`config.mk`:
```
export PLATFORM = sky130hd
export DESIGN_NAME = crlf_line_command_tokenizer
export DESIGN_NICKNAME = d
export VERILOG_FILES = /design/src/rtl/crlf_tok_pkg.sv /design/src/rtl/crlf_line_command_tokenizer.sv
export SDC_FILE = /design/constraint.sdc
export NUM_CORES = 1
export LEC_CHECK = 0
export BUFFER_PORTS_ARGS = -buffer_cell sky130_fd_sc_hd__clkbuf_2
export CORE_MARGIN = 3
export CORE_UTILIZATION = 60
export CTS_BUF_LIST = sky130_fd_sc_hd__clkbuf_16
export CTS_CLUSTER_DIAMETER = 50
export DETAILED_ROUTE_END_ITERATION = 10
export PLACE_DENSITY_LB_ADDON = 0.15
export SYNTH_ARGS = -nofsm -noshare
export SYNTH_HDL_FRONTEND = slang
export SYNTH_SLANG_ARGS = --single-unit
```
`constraint.sdc`:
```
create_clock -name aclk -period 4.7 [get_ports aclk]
set_input_delay 0 -clock aclk [delete_from_list [all_inputs] [get_ports aclk]]
set_output_delay 0 -clock aclk [all_outputs]
set_load 0.005 [all_outputs]
```
`src/rtl/crlf_tok_pkg.sv`:
```
// Package for the CR LF line command tokenizer: character codes, the result
// word layout and the command word table with its match function.
// No dependencies.
package crlf_tok_pkg;

    localparam int MAX_LINE_DEFAULT = 512;
    localparam int NUM_WORDS = 19;
    localparam int FIFO_DEPTH = 4;
    localparam int PTR_W = 2;

    localparam logic [7:0] CHAR_CR = 8'h0D;
    localparam logic [7:0] CHAR_LF = 8'h0A;
    localparam logic [7:0] CHAR_COLON = 8'h3A;
    localparam logic [7:0] CHAR_SPACE = 8'h20;

    localparam logic KIND_BYTE = 1'b0;
    localparam logic KIND_SUMMARY = 1'b1;

    typedef struct packed {
        logic       result_kind;
        logic [7:0] out_byte;
        logic [8:0] token_index;
        logic [4:0] command_code;
        logic [9:0] token_count;
        logic       overflow;
        logic       empty_line;
        logic       last;
    } result_t;

    // Word text is right-justified: the first character is the most
    // significant byte of the used part.
    localparam logic [63:0] WORD_TEXT [NUM_WORDS] = '{
        64'("NICK"), 64'("USER"), 64'("PRIVMSG"), 64'("NOTICE"), 64'("MOTD"),
        64'("LUSERS"), 64'("PING"), 64'("PONG"), 64'("WHOIS"), 64'("QUIT"),
        64'("JOIN"), 64'("PART"), 64'("TOPIC"), 64'("AWAY"), 64'("NAMES"),
        64'("LIST"), 64'("WHO"), 64'("OPER"), 64'("MODE")
    };

    localparam logic [3:0] WORD_LEN [NUM_WORDS] = '{
        4'd4, 4'd4, 4'd7, 4'd6, 4'd4, 4'd6, 4'd4, 4'd4, 4'd5, 4'd4,
        4'd4, 4'd4, 4'd5, 4'd4, 4'd5, 4'd4, 4'd3, 4'd4, 4'd4
    };

    // The command bytes hold the first character in the least significant
    // byte, with zeros above the stored length.
    function automatic logic [4:0] match_command(logic [63:0] cmd_bytes,
                                                 logic [3:0] cmd_len,
                                                 logic cmd_too_long);
        logic [4:0]  code;
        logic [63:0] expect_bytes;
        int          idx;
        code = '0;
        if (!cmd_too_long && cmd_len != 4'd0) begin
            for (int w = NUM_WORDS - 1; w >= 0; w--) begin
                expect_bytes = '0;
                for (int k = 0; k < 8; k++) begin
                    if (k < int'(WORD_LEN[w])) begin
                        idx = 8 * (int'(WORD_LEN[w]) - 1 - k);
                        expect_bytes[8*k +: 8] = WORD_TEXT[w][idx +: 8];
                    end
                end
                if (cmd_len == WORD_LEN[w] && cmd_bytes == expect_bytes) begin
                    code = 5'(w + 1);
                end
            end
        end
        return code;
    endfunction

endpackage

```
`src/rtl/crlf_line_command_tokenizer.sv`:
```
// Top level of the CR LF line command tokenizer: line framing, token
// splitting, command match and the result queue.
// Depends on crlf_tok_pkg.

// The block takes one byte per cycle. Each kept line byte, but a space before the
// trailing part, gives one token byte word tagged with its token number, and CR LF
// gives one end of line summary word with command code, token count, overflow
// and empty-line flags. A CR is held until the next byte; if that byte is not
// LF, the CR and the byte both count as line bytes, which can give two words
// for one input. Words leave through a four-entry queue at one per cycle, so
// input is taken every cycle except when that single output port falls behind
// such double words or the consumer stalls. Bytes past MAX_LINE in a line are
// dropped and reported as overflow.
module crlf_line_command_tokenizer #(
    parameter int MAX_LINE = crlf_tok_pkg::MAX_LINE_DEFAULT
) (
    input  logic       aclk,
    input  logic       aresetn,
    input  logic       s_valid,
    output logic       s_ready,
    input  logic [7:0] s_data_byte,
    output logic       m_valid,
    input  logic       m_ready,
    output logic       m_result_kind,
    output logic [7:0] m_out_byte,
    output logic [8:0] m_token_index,
    output logic [4:0] m_command_code,
    output logic [9:0] m_token_count,
    output logic       m_overflow,
    output logic       m_empty_line,
    output logic       m_last
);

    localparam int LEN_W = $clog2(MAX_LINE + 1);
    localparam int CNT_W = $clog2(crlf_tok_pkg::FIFO_DEPTH + 1);
    localparam int PTR_W = crlf_tok_pkg::PTR_W;

    typedef struct packed {
        logic             in_trailing;
        logic             after_space;
        logic [9:0]       token_number;
        logic [LEN_W-1:0] line_length;
        logic             overflow_seen;
        logic [63:0]      command_bytes;
        logic [3:0]       command_length;
        logic             command_too_long;
    } line_state_t;

    typedef struct packed {
        line_state_t st;
        logic        emit;
        logic [8:0]  tok;
    } feed_t;

    function automatic feed_t feed(line_state_t st, logic [7:0] c);
        feed_t f;
        f.st = st;
        f.emit = 1'b0;
        f.tok = st.token_number[8:0];
        if (st.line_length >= LEN_W'(MAX_LINE)) begin
            f.st.overflow_seen = 1'b1;
        end else begin
            f.st.line_length = st.line_length + 1'b1;
            if (st.in_trailing) begin
                f.emit = 1'b1;
            end else if (c == crlf_tok_pkg::CHAR_SPACE) begin
                f.st.token_number = st.token_number + 1'b1;
                f.st.after_space = 1'b1;
            end else begin
                if (c == crlf_tok_pkg::CHAR_COLON && st.after_space) begin
                    f.st.in_trailing = 1'b1;
                end
                f.st.after_space = 1'b0;
                if (st.token_number == 10'd0) begin
                    if (st.command_length < 4'd8) begin
                        f.st.command_bytes[{st.command_length[2:0], 3'b000} +: 8] = c;
                        f.st.command_length = st.command_length + 1'b1;
                    end else begin
                        f.st.command_too_long = 1'b1;
                    end
                end
                f.emit = 1'b1;
            end
        end
        return f;
    endfunction

    function automatic crlf_tok_pkg::result_t byte_word(logic [7:0] c, logic [8:0] tok);
        crlf_tok_pkg::result_t r;
        r = '0;
        r.result_kind = crlf_tok_pkg::KIND_BYTE;
        r.out_byte = c;
        r.token_index = tok;
        return r;
    endfunction

    line_state_t line_reg, line_next;
    logic        pending_cr_reg, pending_cr_next;

    crlf_tok_pkg::result_t fifo_reg [crlf_tok_pkg::FIFO_DEPTH];
    logic [PTR_W-1:0]      wr_ptr_reg, rd_ptr_reg;
    logic [CNT_W-1:0]      count_reg, count_next;

    crlf_tok_pkg::result_t word0, word1;
    logic [1:0]            n_words;
    logic                  s_fire, m_fire;
    feed_t                 feed_cr, feed_b;
    line_state_t           st_mid;
    logic                  line_done;

    assign s_fire = s_valid && s_ready;
    assign m_fire = m_valid && m_ready;
    assign s_ready = count_reg <= CNT_W'(crlf_tok_pkg::FIFO_DEPTH - 2);

    always_comb begin
        line_done = pending_cr_reg && (s_data_byte == crlf_tok_pkg::CHAR_LF);
        feed_cr = feed(line_reg, crlf_tok_pkg::CHAR_CR);
        st_mid = pending_cr_reg ? feed_cr.st : line_reg;
        feed_b = feed(st_mid, s_data_byte);
        word0 = '0;
        word1 = '0;
        n_words = 2'd0;
        line_next = line_reg;
        pending_cr_next = pending_cr_reg;
        if (line_done) begin
            word0.result_kind = crlf_tok_pkg::KIND_SUMMARY;
            word0.empty_line = (line_reg.line_length == '0);
            if (line_reg.line_length != '0) begin
                word0.command_code = crlf_tok_pkg::match_command(
                    line_reg.command_bytes, line_reg.command_length,
                    line_reg.command_too_long);
                word0.token_count = line_reg.after_space ? line_reg.token_number
                                                         : line_reg.token_number + 1'b1;
            end
            word0.overflow = line_reg.overflow_seen;
            word0.last = 1'b1;
            n_words = 2'd1;
            line_next = '0;
            pending_cr_next = 1'b0;
        end else begin
            if (pending_cr_reg && feed_cr.emit) begin
                word0 = byte_word(crlf_tok_pkg::CHAR_CR, feed_cr.tok);
                n_words = 2'd1;
            end
            if (s_data_byte == crlf_tok_pkg::CHAR_CR) begin
                pending_cr_next = 1'b1;
                line_next = st_mid;
            end else begin
                pending_cr_next = 1'b0;
                line_next = feed_b.st;
                if (feed_b.emit) begin
                    if (n_words == 2'd0) begin
                        word0 = byte_word(s_data_byte, feed_b.tok);
                    end else begin
                        word1 = byte_word(s_data_byte, feed_b.tok);
                    end
                    n_words = n_words + 2'd1;
                end
            end
            if (n_words == 2'd1) begin
                word0.last = 1'b1;
            end else if (n_words == 2'd2) begin
                word1.last = 1'b1;
            end
        end
    end

    always_comb begin
        count_next = count_reg;
        if (s_fire) begin
            count_next = count_next + CNT_W'(n_words);
        end
        if (m_fire) begin
            count_next = count_next - 1'b1;
        end
    end

    always_ff @(posedge aclk) begin
        if (!aresetn) begin
            line_reg <= '0;
            pending_cr_reg <= 1'b0;
            wr_ptr_reg <= '0;
            rd_ptr_reg <= '0;
            count_reg <= '0;
        end else begin
            if (s_fire) begin
                line_reg <= line_next;
                pending_cr_reg <= pending_cr_next;
                wr_ptr_reg <= wr_ptr_reg + PTR_W'(n_words);
            end
            if (m_fire) begin
                rd_ptr_reg <= rd_ptr_reg + 1'b1;
            end
            count_reg <= count_next;
        end
    end

    always_ff @(posedge aclk) begin
        if (s_fire && n_words != 2'd0) begin
            fifo_reg[wr_ptr_reg] <= word0;
        end
        if (s_fire && n_words == 2'd2) begin
            fifo_reg[wr_ptr_reg + 1'b1] <= word1;
        end
    end

    assign m_valid = count_reg != '0;
    assign m_result_kind = fifo_reg[rd_ptr_reg].result_kind;
    assign m_out_byte = fifo_reg[rd_ptr_reg].out_byte;
    assign m_token_index = fifo_reg[rd_ptr_reg].token_index;
    assign m_command_code = fifo_reg[rd_ptr_reg].command_code;
    assign m_token_count = fifo_reg[rd_ptr_reg].token_count;
    assign m_overflow = fifo_reg[rd_ptr_reg].overflow;
    assign m_empty_line = fifo_reg[rd_ptr_reg].empty_line;
    assign m_last = fifo_reg[rd_ptr_reg].last;

    a_queue_bound: assert property (@(posedge aclk) disable iff (!aresetn)
        count_reg <= CNT_W'(crlf_tok_pkg::FIFO_DEPTH))
        else $error("result queue count beyond its depth");

    a_line_bound: assert property (@(posedge aclk) disable iff (!aresetn)
        line_reg.line_length <= LEN_W'(MAX_LINE))
        else $error("line length beyond maximum");

    a_line_clear: assert property (@(posedge aclk) disable iff (!aresetn)
        (s_fire && pending_cr_reg && s_data_byte == crlf_tok_pkg::CHAR_LF)
        |=> (line_reg.line_length == '0 && !pending_cr_reg && m_valid))
        else $error("line state not cleared after CR LF");

    a_cr_held: assert property (@(posedge aclk) disable iff (!aresetn)
        (s_fire && s_data_byte == crlf_tok_pkg::CHAR_CR) |=> pending_cr_reg)
        else $error("CR not held");

endmodule

```
==> impl_metrics.json <==
{
  "outcome": "finished clean",
  "fin_worst_skew_ns": 0.01983,
  "fin_util_pct": 68.33,
  "vdd_drop_max_v": 0.0003386,
  "placement_rows": 53,
  "timing_hold_violations_final": 0,
  "comb_power_share_pct": 22.0,
  "drive_gt1_share_pct": 12.91,
  "via_per_inst": 6.631,
  "grt_pass1_vias": 11230,
  "fp.dieW_um": 153.5,
  "mostFrequentLayoutCells": "172 x dfxtp_1, 146 x nand2_1, 120 x o21ai_0",
  "power_frac_seq_pct": 41.2,
  "grt_busiest_layer": "met2",
  "setup_slack_ns": 0.5003,
  "root_buffer": "clkbuf_16",
  "dp_slack_ns": 0.5299,
  "intPower_mw": 4.170,
  "critPathMaxFanout": 10,
  "dp_hpwl_mm": 27.10,
  "slowest_delay_ns": 0.55,
  "use_met3_pct": 5.545,
  "grtUsageMet2_pct": 52.06,
  "period_needed_ns": 4.200,
  "cts_buffers": 27,
  "register_area_um2": 5648,
  "core_um2": 21220,
  "largest_reg_flops": 144,
  "dr.pass1.iters": 6,
  "synth-seq-cells": 246,
  "wl_mm": 38.48,
  "p_sw_share_pct": 31.02,
  "synth_fp_nets": 1466,
  "async_flop_share_pct": 0,
  "layout_commonest_cell": "dfxtp_1",
  "fin_crit_sh_pct": 89.36,
  "syn_inst": 1431,
  "holdWs_ns": 0.02567,
  "tns_ns": 0,
  "antenna_found_initial": 0,
  "io_buffers": 49,
  "worst_path_max_delay_cell": "dlygate4sd3_1",
  "multi_input_area_um2": 6920,
  "fmax_ghz": 0.2381,
  "tightest_slew_ns": 1.249,
  "finalNetCount": 1488,
  "grt_pass1_wl_mm": 60.86,
  "place.gp.congestion": 0.9938,
  "finalMaxSlewViolations": 0,
  "worstPathArrival_ns": 4.65,
  "cts_tree": "yes",
  "ys.flop_type": "dfxtp_1",
  "max_slew_margin_pct": 14.55,
  "critPathKind": "flop to flop",
  "cpMostUsedCell": "nor4_1",
  "switchingPower_mw": 1.875,
  "die-height_um": 153.5,
  "clock_power_share_pct": 36.9,
  "p_leak_nw": 5.215,
  "syn_to_final_growth_pct": 11.08,
  "cp.required_ns": 5.15,
  "fillers": 1721,
  "maxCapViolCount": 0,
  "hp-class": "primary input to flop",
  "endpoint_kind": "flop",
  "io_pins": 50,
  "routedWlPerCell_um": 22.02,
  "htreeDepth": 1,
  "antenna_cells": 0,
  "clk_pin_slew_ns": 0.07,
  "grt_max_degree": 43,
  "clock_tree.buffer_depth": 3,
  "cts.sinks": 246,
  "grt_util_all_layers_pct": 31.82,
  "syn-mean-instance-area_um2": 9.122,
  "gr-usage-met1_pct": 40.62,
  "insertion_delay_ns": 0.56,
  "synth_edf_count": 72,
  "start_util_pct": 61.52,
  "postCtsSetupBuffers": 0,
  "grt_overflow": 0,
  "route.vias.total": 11580,
  "syn_area_um2": 13050,
  "drt_iter0_markers": 1090,
  "drcViolationCount": 0,
  "yosys.cell_types.count": 82,
  "final_antenna_net_count": 0,
  "setup_viol": 0,
  "seq_area_frac_synth_pct": 43.25,
  "path_cells": "nor4_1, and4_2, nor2_1, a21oi_1, inv_1, ha_1, o2111ai_1, mux2_2, nor4_1, nor4b_2, o21ai_0, a21boi_0, dlygate4sd3_1",
  "start_kind": "flop",
  "yosys_warnings": 0,
  "rsz0062_at_grt": "no",
  "dieArea_um2": 23560,
  "p_per_area_nw_per_um2": 416.9
}
worst paths after layout:
path | from | to | slack (ns) | cells past startpoint
max | feed_cr[5]$_SDFFE_PN0P_ | line_reg[24]$_SDFFE_PN0P_ | 0.50 | 13
min | s_valid | line_reg[71]$_SDFFE_PN0P_ | 0.03 | 5
max reg2reg | feed_cr[5]$_SDFFE_PN0P_ | line_reg[24]$_SDFFE_PN0P_ | 0.50 | 13
min reg2reg | fifo_reg[3][16]$_SDFFE_PP0P_ | fifo_reg[3][16]$_SDFFE_PP0P_ | 0.46 | 2
kinds of logic (layout without fill, tap and decap cells):
| family | Yosys count | in the layout | share of synthesized area, % |
|---|---|---|---|
| and+or+nand+nor | 672 | 672 | 27.63 |
| AOI/OAI and AO/OA | 302 | 302 | 14.63 |
| DFF | 246 | 246 | 43.25 |
| buffers and inverters | 120 | 161 | 3.796 |
| muxes | 41 | 41 | 6.623 |
| xor gates and xnor gates | 27 | 27 | 1.812 |
| adders and majority gates | 23 | 23 | 2.262 |
critical path: cells and delay by family, from the launching register on:
family / cells / cell delay (ns)
and+or+nand+nor: 5 / 1.55
muxes: 1 / 0.32
adders and majority gates: 1 / 0.43
buffers and inverters: 2 / 0.67
AOI/OAI and AO/OA: 4 / 0.74
DFF: 1 / 0.39
area by class of cell:
| class | count | area share [%] |
|---|---|---|
| Clock buffer | 27 | 4.660 |
| Inverter | 27 | 0.6989 |
| Clock inverter | 21 | 1.778 |
| Timing Repair Buffer | 86 | 3.814 |
| Multi-Input combinational cell | 1065 | 47.73 |
| Sequential cell | 246 | 38.95 |
| Tap cell | 275 | 2.373 |
per-layer routing:
| layer | share of wire [%] | vias up |
|---|---|---|
| met5 | 0 | - |
| met4 | 5.9 | 0 |
| met3 | 7.9 | 148 |
| met2 | 47 | 570 |
| met1 | 40 | 5486 |
| li1 | - | 5380 |
repair_timing:
| action | CTS | global route |
|---|---|---|
| hold buffers | 12 | 0 |
| hold endpoints to repair | 41 | 0 |
| gates resized for setup | 0 | 2 |
| setup endpoints to repair | 0 | 2 |
synthesized netlist by cell type (12+ instances only):
cell,count,area share (%)
a21oi_1,40,1.5
dfxtp_1,174,27
o2bb2ai_1,12,0.81
nor2b_1,32,1.5
and2_1,39,1.9
clkbuf_1,67,1.9
and3_1,21,1.0
xor2_1,12,0.81
o21ai_0,120,4.6
nand4_1,36,1.7
buf_2,12,0.46
nand2_1,146,4.2
inv_1,26,0.75
edfxtp_1,72,17
nor3_1,40,1.5
xnor2_1,15,1.0
o22ai_1,16,0.77
nor4_1,41,2.0
ha_1,22,2.1
a21boi_0,13,0.75
mux4_2,36,6.2
nand3_1,117,4.5
nor2_1,101,2.9
o21ai_1,18,0.69
power by group through the flow:
stage / clock network (mW) / registers, mW / logic, mW
2_1_floorplan: 0 / 2.42 / 0.986
3_3_place_gp: 0 / 2.53 / 1.28
3_5_place_dp: 0 / 2.53 / 1.29
4_1_cts: 2.25 / 2.49 / 1.32
5_1_grt: 2.33 / 2.51 / 1.45
6_report: 2.23 / 2.49 / 1.33
metrics by stage:
| stage | std cells | cell area, um^2 | power (mW) |
|---|---|---|---|
| floorplan | 1431 | 13050 | 3.407 |
| global route | 1747 | 14500 | 6.289 |
| CTS | 1747 | 14490 | 6.056 |
| detailed placement | 1687 | 13440 | 3.827 |
| global placement | 1687 | 13440 | 3.805 |
| finish | 1747 | 14500 | 6.045 |
No activity file was read; power rests on OpenSTA's default activity.
